$ cat config.mk
export PLATFORM = sky130hd
export DESIGN_NAME = motor_current_limit_ir_comp
export DESIGN_NICKNAME = d
export VERILOG_FILES = /design/src/rtl/mcl_pkg.sv /design/src/rtl/mcl_ctrl.sv /design/src/rtl/mcl_datapath.sv /design/src/rtl/motor_current_limit_ir_comp.sv
export VERILOG_INCLUDE_DIRS = /design/src /design/src/rtl
export SDC_FILE = /design/constraint.sdc
export NUM_CORES = 2
export LEC_CHECK = 0
export ABC_AREA = 1
export ABC_CLOCK_PERIOD_IN_PS = 40800
export BUFFER_PORTS_ARGS = -buffer_cell sky130_fd_sc_hd__buf_2
export CAP_MARGIN = 5
export CORE_MARGIN = 8
export CORE_UTILIZATION = 45
export CTS_CLUSTER_DIAMETER = 50
export DETAILED_ROUTE_END_ITERATION = 16
export HOLD_SLACK_MARGIN = 0.1
export PLACE_DENSITY = 0.67
export SYNTH_ARGS = -nofsm -noshare
export SYNTH_HDL_FRONTEND = slang
export SYNTH_HIERARCHICAL = 1
export SYNTH_SLANG_ARGS = --single-unit
export TNS_END_PERCENT = 10
$ cat constraint.sdc
create_clock -name clk -period 40.8 [get_ports clk]
set_input_delay 8.16 -clock clk [delete_from_list [all_inputs] [get_ports clk]]
set_output_delay 8.16 -clock clk [all_outputs]
set_load 0.01 [all_outputs]
$ cat src/rtl/motor_current_limit_ir_comp_defines.svh
// assertion macros for the motor current limit block
// no dependencies
`ifndef MOTOR_CURRENT_LIMIT_IR_COMP_DEFINES_SVH
`define MOTOR_CURRENT_LIMIT_IR_COMP_DEFINES_SVH
// assertion that holds outside reset
`define MCL_ASSERT(label, prop, msg) \
  label: assert property (@(posedge clk) disable iff (rst) (prop)) else $error(msg);
// assertion checked at every edge, reset included
`define MCL_ASSERT_ALWAYS(label, prop, msg) \
  label: assert property (@(posedge clk) (prop)) else $error(msg);
`endif

$ cat src/rtl/mcl_pkg.sv
// shared types and constants for the motor current limit block
// no dependencies
`timescale 1ns / 1ps
package mcl_pkg;
  localparam logic [16:0] BACK_EMF_CONST_Q8 = 17'd256;
  localparam int QBITS = 15;

  typedef enum logic [1:0] {
    MODE_NORMAL = 2'd0,
    MODE_BOOST = 2'd1,
    MODE_FOLDBACK = 2'd2
  } mode_t;

  typedef enum logic [2:0] {
    REG_FOLD_THRESH = 3'd0,
    REG_FOLD_TRIP = 3'd1,
    REG_FOLD_LIMIT = 3'd2,
    REG_COOLDOWN = 3'd3,
    REG_BOOST_CURRENT = 3'd4,
    REG_BOOST_TICKS = 3'd5,
    REG_NORMAL_LIMIT = 3'd6,
    REG_RESISTANCE = 3'd7
  } reg_t;

  typedef enum logic [2:0] {
    ST_IDLE,
    ST_PROTECT,
    ST_MUL,
    ST_TARGET,
    ST_DIV,
    ST_OUT
  } state_t;

  typedef struct packed {
    logic signed [15:0] measured_current;
    logic signed [15:0] speed_command;
    logic [15:0] battery_voltage;
  } in_item_t;

  typedef struct packed {
    logic signed [15:0] duty;
    logic [1:0] mode;
    logic [14:0] current_limit;
  } out_item_t;

  typedef struct packed {
    logic load;
    logic protect;
    logic mul;
    logic target;
    logic div_start;
    logic div_step;
  } cmd_t;

  typedef struct packed {
    logic div_done;
  } status_t;
endpackage

$ cat src/rtl/mcl_ctrl.sv
// sequencing state machine for the motor current limit block
// depends on mcl_pkg
`timescale 1ns / 1ps
module mcl_ctrl (
  input  logic clk,
  input  logic rst,
  input  logic in_valid,
  output logic in_ready,
  output logic out_valid,
  input  logic out_ready,
  output mcl_pkg::cmd_t cmd,
  input  mcl_pkg::status_t status
);
  mcl_pkg::state_t state, state_next;

  always_ff @(posedge clk) begin
    if (rst) state <= mcl_pkg::ST_IDLE;
    else state <= state_next;
  end

  always_comb begin
    state_next = state;
    case (state)
      mcl_pkg::ST_IDLE: if (in_valid) state_next = mcl_pkg::ST_PROTECT;
      mcl_pkg::ST_PROTECT: state_next = mcl_pkg::ST_MUL;
      mcl_pkg::ST_MUL: state_next = mcl_pkg::ST_TARGET;
      mcl_pkg::ST_TARGET: state_next = mcl_pkg::ST_DIV;
      mcl_pkg::ST_DIV: if (status.div_done) state_next = mcl_pkg::ST_OUT;
      mcl_pkg::ST_OUT: if (out_ready) state_next = mcl_pkg::ST_IDLE;
      default: state_next = mcl_pkg::ST_IDLE;
    endcase
  end

  always_comb begin
    cmd = '0;
    in_ready = 1'b0;
    out_valid = 1'b0;
    case (state)
      mcl_pkg::ST_IDLE: begin
        in_ready = 1'b1;
        cmd.load = in_valid;
      end
      mcl_pkg::ST_PROTECT: cmd.protect = 1'b1;
      mcl_pkg::ST_MUL: cmd.mul = 1'b1;
      mcl_pkg::ST_TARGET: begin
        cmd.target = 1'b1;
        cmd.div_start = 1'b1;
      end
      mcl_pkg::ST_DIV: cmd.div_step = 1'b1;
      mcl_pkg::ST_OUT: out_valid = 1'b1;
      default: ;
    endcase
  end
endmodule

$ cat src/rtl/mcl_datapath.sv
// protection counters, voltage arithmetic and restoring divider
// depends on mcl_pkg and the defines header
`timescale 1ns / 1ps
`include "motor_current_limit_ir_comp_defines.svh"
module mcl_datapath (
  input  logic clk,
  input  logic rst,
  input  mcl_pkg::in_item_t in_item,
  input  logic cfg_valid,
  input  logic [2:0] cfg_index,
  input  logic [15:0] cfg_data,
  input  mcl_pkg::cmd_t cmd,
  output mcl_pkg::status_t status,
  output mcl_pkg::out_item_t out_item
);
  localparam int QB = mcl_pkg::QBITS;
  logic [14:0] fold_thresh, fold_limit, boost_cur, normal_lim;
  logic [15:0] fold_trip, cooldown, boost_len, res;
  mcl_pkg::mode_t mode, mode_next;
  logic [15:0] fold_cnt, fold_cnt_next, boost_cnt, boost_cnt_next;
  mcl_pkg::in_item_t item;
  logic [14:0] lim;
  logic [16:0] mag;
  logic signed [40:0] demand;
  logic signed [32:0] vmax;
  logic signed [16:0] iapp;
  logic signed [16:0] cur_s, lim_s;
  logic signed [33:0] ir;
  logic signed [41:0] target;
  logic signed [17:0] BK;
  logic [41:0] nabs;
  logic [QB-1:0] num;
  logic [16:0] dvs;
  logic [17:0] rem;
  logic [QB-1:0] quo;
  logic [5:0] cnt;
  logic neg;

  always_ff @(posedge clk) begin
    if (rst) begin
      fold_thresh <= 15'd12800;
      fold_trip <= 16'd2000;
      fold_limit <= 15'd5120;
      cooldown <= 16'd5000;
      boost_cur <= 15'd12800;
      boost_len <= 16'd3000;
      normal_lim <= 15'd10240;
      res <= 16'd6554;
    end else if (cfg_valid) begin
      case (cfg_index)
        mcl_pkg::REG_FOLD_THRESH: fold_thresh <= cfg_data[14:0];
        mcl_pkg::REG_FOLD_TRIP: fold_trip <= cfg_data;
        mcl_pkg::REG_FOLD_LIMIT: fold_limit <= cfg_data[14:0];
        mcl_pkg::REG_COOLDOWN: cooldown <= cfg_data;
        mcl_pkg::REG_BOOST_CURRENT: boost_cur <= cfg_data[14:0];
        mcl_pkg::REG_BOOST_TICKS: boost_len <= cfg_data;
        mcl_pkg::REG_NORMAL_LIMIT: normal_lim <= cfg_data[14:0];
        mcl_pkg::REG_RESISTANCE: res <= cfg_data;
        default: ;
      endcase
    end
  end

  assign mag = item.measured_current[15] ? 17'(-$signed({item.measured_current[15],
                 item.measured_current})) : 17'({1'b0, item.measured_current});

  // protection state update
  always_comb begin
    logic [15:0] inc;
    inc = (fold_cnt == 16'hFFFF) ? fold_cnt : fold_cnt + 16'd1;
    mode_next = mode;
    fold_cnt_next = fold_cnt;
    boost_cnt_next = boost_cnt;
    if (mode != mcl_pkg::MODE_FOLDBACK && mag >= {2'b0, fold_thresh}
        && inc >= fold_trip) begin
      mode_next = mcl_pkg::MODE_FOLDBACK;
      fold_cnt_next = cooldown;
      boost_cnt_next = '0;
    end else begin
      if (mode != mcl_pkg::MODE_FOLDBACK)
        fold_cnt_next = (mag >= {2'b0, fold_thresh}) ? inc : '0;
      case (mode)
        mcl_pkg::MODE_BOOST: begin
          boost_cnt_next = (boost_cnt == 16'hFFFF) ? boost_cnt : boost_cnt + 16'd1;
          if (boost_cnt_next >= boost_len) mode_next = mcl_pkg::MODE_NORMAL;
        end
        mcl_pkg::MODE_FOLDBACK: begin
          if (fold_cnt != '0) fold_cnt_next = fold_cnt - 16'd1;
          else begin
            mode_next = mcl_pkg::MODE_NORMAL;
            boost_cnt_next = '0;
          end
        end
        default: begin
          mode_next = mcl_pkg::MODE_NORMAL;
          if (mag > {2'b0, boost_cur}) begin
            mode_next = mcl_pkg::MODE_BOOST;
            boost_cnt_next = '0;
          end
        end
      endcase
    end
  end

  always_ff @(posedge clk) begin
    if (rst) begin
      mode <= mcl_pkg::MODE_NORMAL;
      fold_cnt <= '0;
      boost_cnt <= '0;
    end else if (cmd.protect) begin
      mode <= mode_next;
      fold_cnt <= fold_cnt_next;
      boost_cnt <= boost_cnt_next;
    end
  end

  always_comb begin
    case (mode)
      mcl_pkg::MODE_BOOST: lim = boost_cur;
      mcl_pkg::MODE_FOLDBACK: lim = fold_limit;
      default: lim = normal_lim;
    endcase
  end

  // applied current, limited in the drive direction
  assign cur_s = $signed({item.measured_current[15], item.measured_current});
  assign lim_s = $signed({2'b0, lim});
  always_comb begin
    if (item.speed_command[15]) iapp = (cur_s < -lim_s) ? -lim_s : cur_s;
    else iapp = (cur_s > lim_s) ? lim_s : cur_s;
  end

  assign BK = $signed({1'b0, mcl_pkg::BACK_EMF_CONST_Q8});

  always_ff @(posedge clk) begin
    if (cmd.load) item <= in_item;
    if (cmd.protect) demand <= 41'($signed(item.speed_command) * $signed(BK)) <<< 8;
    if (cmd.mul) begin
      vmax <= $signed({2'b0, 31'({15'd0, lim} * {15'd0, res})});
      ir <= 34'(iapp * $signed({1'b0, res}));
    end
  end

  // clamp to half battery, then magnitude and sign for the divider
  always_comb begin
    logic signed [41:0] veff, half, t;
    if (demand > 0)
      veff = ((demand < 41'(vmax)) ? 42'(demand) : 42'(vmax)) + 42'sd8388608;
    else if (demand < 0)
      veff = ((demand > -41'(vmax)) ? 42'(demand) : -42'(vmax)) - 42'sd8388608;
    else veff = '0;
    t = (demand == 0) ? 42'sd0 : veff + 42'(ir);
    half = $signed({11'd0, item.battery_voltage, 15'd0});
    if (t > half) t = half;
    if (t < -half) t = -half;
    target = t;
  end

  assign nabs = 42'(target[41] ? -target : target) + {26'd0, item.battery_voltage};

  // restoring divide of (|target| + vb) by 2 vb, one bit a cycle
  // the quotient stays below 2^15, so the upper bits preload the remainder
  always_ff @(posedge clk) begin
    if (cmd.target) begin
      neg <= target[41];
      rem <= 18'(nabs >> QB);
      num <= nabs[QB-1:0];
      dvs <= {item.battery_voltage, 1'b0};
      quo <= '0;
      cnt <= 6'(QB);
    end else if (cmd.div_step && cnt != '0) begin
      logic [17:0] r2;
      r2 = {rem[16:0], num[QB-1]};
      num <= {num[QB-2:0], 1'b0};
      if (r2 >= {1'b0, dvs}) begin
        rem <= r2 - {1'b0, dvs};
        quo <= {quo[QB-2:0], 1'b1};
      end else begin
        rem <= r2;
        quo <= {quo[QB-2:0], 1'b0};
      end
      cnt <= cnt - 6'd1;
    end
  end

  assign status.div_done = cmd.div_step && (cnt == '0);

  always_comb begin
    out_item.mode = mode;
    out_item.current_limit = lim;
    if (item.battery_voltage == '0) out_item.duty = '0;
    else out_item.duty = neg ? -$signed({1'b0, quo}) : $signed({1'b0, quo});
  end

  `MCL_ASSERT(a_mode_code, mode != 2'd3, "mode code 3 reached")
  `MCL_ASSERT(a_div_cnt, cnt <= 6'(QB), "divider count out of range")
  `MCL_ASSERT(a_quo_range, !(status.div_done && item.battery_voltage != '0 && quo > 15'd16384), "duty beyond one half")
  `MCL_ASSERT_ALWAYS(a_rst_mode, rst |=> (mode == mcl_pkg::MODE_NORMAL), "mode not normal after reset")
endmodule

$ cat src/rtl/motor_current_limit_ir_comp.sv
// top level of the motor current limit and ir compensation block
// depends on mcl_pkg, mcl_ctrl and mcl_datapath
`timescale 1ns / 1ps
// One tick in, one result out. From input transfer to result transfer a tick
// passes through the protection update, the limit and current multiplies, a
// target step, and a 15-step restoring divider plus a done step; the duty is
// formed from the quotient. The next tick is taken in the cycle after the
// result transfer, so a new tick is never taken before the last result is out.
// Configuration writes take effect at once and belong between ticks.
module motor_current_limit_ir_comp (
  input  logic clk,
  input  logic rst,
  input  logic in_valid,
  output logic in_ready,
  input  mcl_pkg::in_item_t in_data,
  output logic out_valid,
  input  logic out_ready,
  output mcl_pkg::out_item_t out_data,
  input  logic cfg_valid,
  output logic cfg_ready,
  input  logic [2:0] cfg_index,
  input  logic [15:0] cfg_data
);
  mcl_pkg::cmd_t cmd;
  mcl_pkg::status_t status;

  assign cfg_ready = 1'b1;

  mcl_ctrl u_ctrl (
    .clk(clk), .rst(rst), .in_valid(in_valid), .in_ready(in_ready),
    .out_valid(out_valid), .out_ready(out_ready), .cmd(cmd), .status(status)
  );

  mcl_datapath u_dp (
    .clk(clk), .rst(rst), .in_item(in_data), .cfg_valid(cfg_valid),
    .cfg_index(cfg_index), .cfg_data(cfg_data), .cmd(cmd), .status(status),
    .out_item(out_data)
  );
endmodule
==> impl_metrics.yaml <==
min_path:
  hold_path_startpoint: "u_dp/item[29]$_DFFE_PP_"
  hold_depth: 0
  min_to: "u_dp/demand[29]$_DFFE_PP_"
  hp-class: "reg -> reg"
grt:
  grt_overflow: 0
  grt_max_degree: 68
  grt_pass1_vias: 39320
  track_usage_pct: 24.4
  grt_pass1_wl_um: 218000
  antenna_found_initial: 3
logic_synthesis:
  yosysMostFrequentCell: "nand2_1"
  yosysWarnings: 6
  synth-edff-count: 178
  async_reset_ff_share_pct: 0
  ys.flop_type: "dfxtp_1"
  synthTopCellsByArea: "fa_1, ha_1, edfxtp_1, nand2_1, inv_1"
  yosysUniqueCellTypes: 73
  syn_area_per_cell_um2: 7.63
  yosys.area.top_type: "fa_1"
  synth_common_cells: "nand2_1, inv_1, nor2_1"
  yosys_register_bits: 360
  synth_top_area_share_pct: 20.4
  netlist_area_mm2: 0.0453
  synth_cells: 5929
  ys_seq_area_share_pct: 19.9
  syn-num-nets: 6914
clock_tree:
  cts_resized: 0
  cts_hold_buf: 0
  cts_tree: "done"
  h-tree-depth: 2
  clkLatencyLatePin_ps: 620
  clockBufferDepth: 3
  cts_inserted_buffers: 51
  clkSlewWorstSetupHoldPaths_ps: 60
  root_buffer: "clkbuf_16"
  post_cts_buffers: 0
  cts_sinks: 360
setup_path:
  worst-r2r-cell-count: 96
  worstPathBufferInverterCount: 11
  cp_top_family: "simple AND/OR/NAND/NOR gates"
  cp_common_cell: "nand2_1"
  cpMaxStageDelayCell: "nor2_1"
  cp.arrival_ps: 18180
  worst-path-max-fanout: 53
  r2r-start: "u_dp/vmax[0]$_DFFE_PP_"
  reg2reg_to: "u_dp/rem[11]$_DFFE_PP_"
  crit_type: "reg -> reg"
  cp-start-kind: "flip-flop"
  reg2reg_slack_ps: 22980
  cp.depth: 96
  cpPeakStageDelay_ps: 730
  cp.required_ps: 41150
  end_kind: "flip-flop"
drt:
  viasPerCell: 5.48
  dr_total_vias: 40003
  wirelength_um: 138000
  antenna_left: 0
  dr.first_iter.drc_count: 3152
  drt-wirelength-per-cell_um: 18.9
  dr.pass1.iters: 6
  drc: 0
finish:
  final_nets: 6942
  drive_gt1_share_pct: 5.88
  num_antenna_cells: 0
  n_fill_cell: 9862
  syn_to_final_growth_pct: 7.75
sta:
  maxSlewHeadroom_pct: 21.9
  fin_skew_ps: 31.3
  min_period_over_period_pct: 43.7
  worst_slew_pin_slew_ps: 1170
  slew_viol_final: 0
  final_hold_viol_count: 0
  final.setup.tns_ps: 0
  period_minus_slack_ps: 17820
  fmaxAchievable_mhz: 56.1
  finalSetupViolations: 0
  grt_setup_unrepaired: "false"
floorplanning:
  die-area_mm2: 0.111
  rows: 116
  die_width_um: 333
  start_util_pct: 45.3
  fp.dieH_um: 333
  design.core.area_mm2: 0.0999
  ios: 108
place:
  place.gp.congestion: 0.950
  io_buffers: 106
  dp_hpwl_um: 109000
run_status:
  status: "finished clean"
run:
  maxCapViolations: 0
-- cell usage in the layout, fill, tap and decap left out, types with 8 or more instances in the layout --
cell type	n
fa_1	462
o41ai_1	8
nand2_2	24
o21bai_1	10
xor2_1	128
nor2_1	698
inv_6	8
buf_4	57
inv_1	1021
nor2_2	15
nand3_2	12
clkbuf_1	12
nor3_1	71
xnor2_1	60
dfxtp_1	182
a21o_1	14
ha_1	451
nand3_1	216
buf_2	106
or2_2	18
nor4_1	20
o21a_1	24
nand4_1	51
o211ai_1	53
clkinv_1	24
o22ai_1	29
edfxtp_1	178
o21ai_0	343
o21ai_1	22
a211oi_1	20
a31oi_1	28
clkbuf_16	52
a21oi_1	386
nand2_1	1064
-- cell families (layout without fill, tap and decap cells) --
| family | Yosys count | count (layout) | share of synthesized area [%] |
|---|---|---|---|
| muxes | 1 | 1 | 0.0221 |
| buffers and inverters | 1239 | 1309 | 10.5 |
| and+or+nand+nor | 2224 | 2224 | 20.5 |
| adders and majority gates | 913 | 913 | 32.9 |
| other | 1 | 1 | 0.00829 |
| xor gates and xnor gates | 188 | 188 | 3.64 |
| DFF | 360 | 360 | 19.9 |
| AOI/OAI and AO/OA | 1003 | 1003 | 12.5 |
-- how the worst max path moves through the flow --
stage,startpoint,end,slack [ps]
2_1_floorplan,u_dp/vmax[0]$_DFFE_PP_,u_dp/rem[13]$_DFFE_PP_,26970
3_3_place_gp,u_dp/vmax[0]$_DFFE_PP_,u_dp/rem[13]$_DFFE_PP_,23720
3_5_place_dp,u_dp/vmax[0]$_DFFE_PP_,u_dp/rem[11]$_DFFE_PP_,23330
4_1_cts,u_dp/vmax[0]$_DFFE_PP_,u_dp/rem[11]$_DFFE_PP_,23290
5_1_grt,u_dp/vmax[0]$_DFFE_PP_,u_dp/rem[15]$_DFFE_PP_,21170
6_report,u_dp/vmax[0]$_DFFE_PP_,u_dp/rem[11]$_DFFE_PP_,22980
-- state kept, by name, summed over array words and instances (netlist names), 6 cells and up --
name              flops
u_dp/rem             17
u_dp/dvs             16
u_dp/cooldown        16
u_dp/fold_thresh     15
u_dp/ir              34
u_dp/boost_len       16
u_dp/fold_limit      15
u_dp/vmax            31
u_dp/num             15
u_dp/item            32
u_dp/fold_cnt        16
u_dp/cur_s           16
u_dp/fold_trip       16
u_dp/res             16
u_dp/boost_cur       15
u_dp/quo             15
u_dp/boost_cnt       16
u_dp/demand          16
u_dp/cnt              6
u_dp/normal_lim      15
-- area by class of cell --
type,count,area (um2),share of cell area [%]
multi-input cells,4330,31600,64.7
clock inverters,28,297,0.608
well taps,1298,1620,3.33
inverters,1051,3950,8.10
clock buffers,67,1390,2.85
flip-flops and latches,360,8990,18.4
repair buffers,163,958,1.97
-- per-stage QoR --
stage	cells	worst slack [ps]	cell area [um2]	util, %	hold WS, ps
floorplan	5929	26970	45300	-	400
global placement	7202	23720	47100	47.1	406
CTS	7297	23290	48800	48.8	419
global route	7297	21170	48800	48.8	426
detailed placement	7202	23330	47100	47.1	405
finish	7297	22980	48800	48.8	416
-- layer usage --
metal	vias up	track usage, %	wire length, um
li1	19094	-	-
met1	19194	32.6	60000
met2	1439	40.4	63000
met3	274	3.20	9140
met4	2	9.38	5860
met5	-	0	16
Power is not shown: default switching activity piles up to over one toggle a cycle in this logic, so the estimate is an artifact.
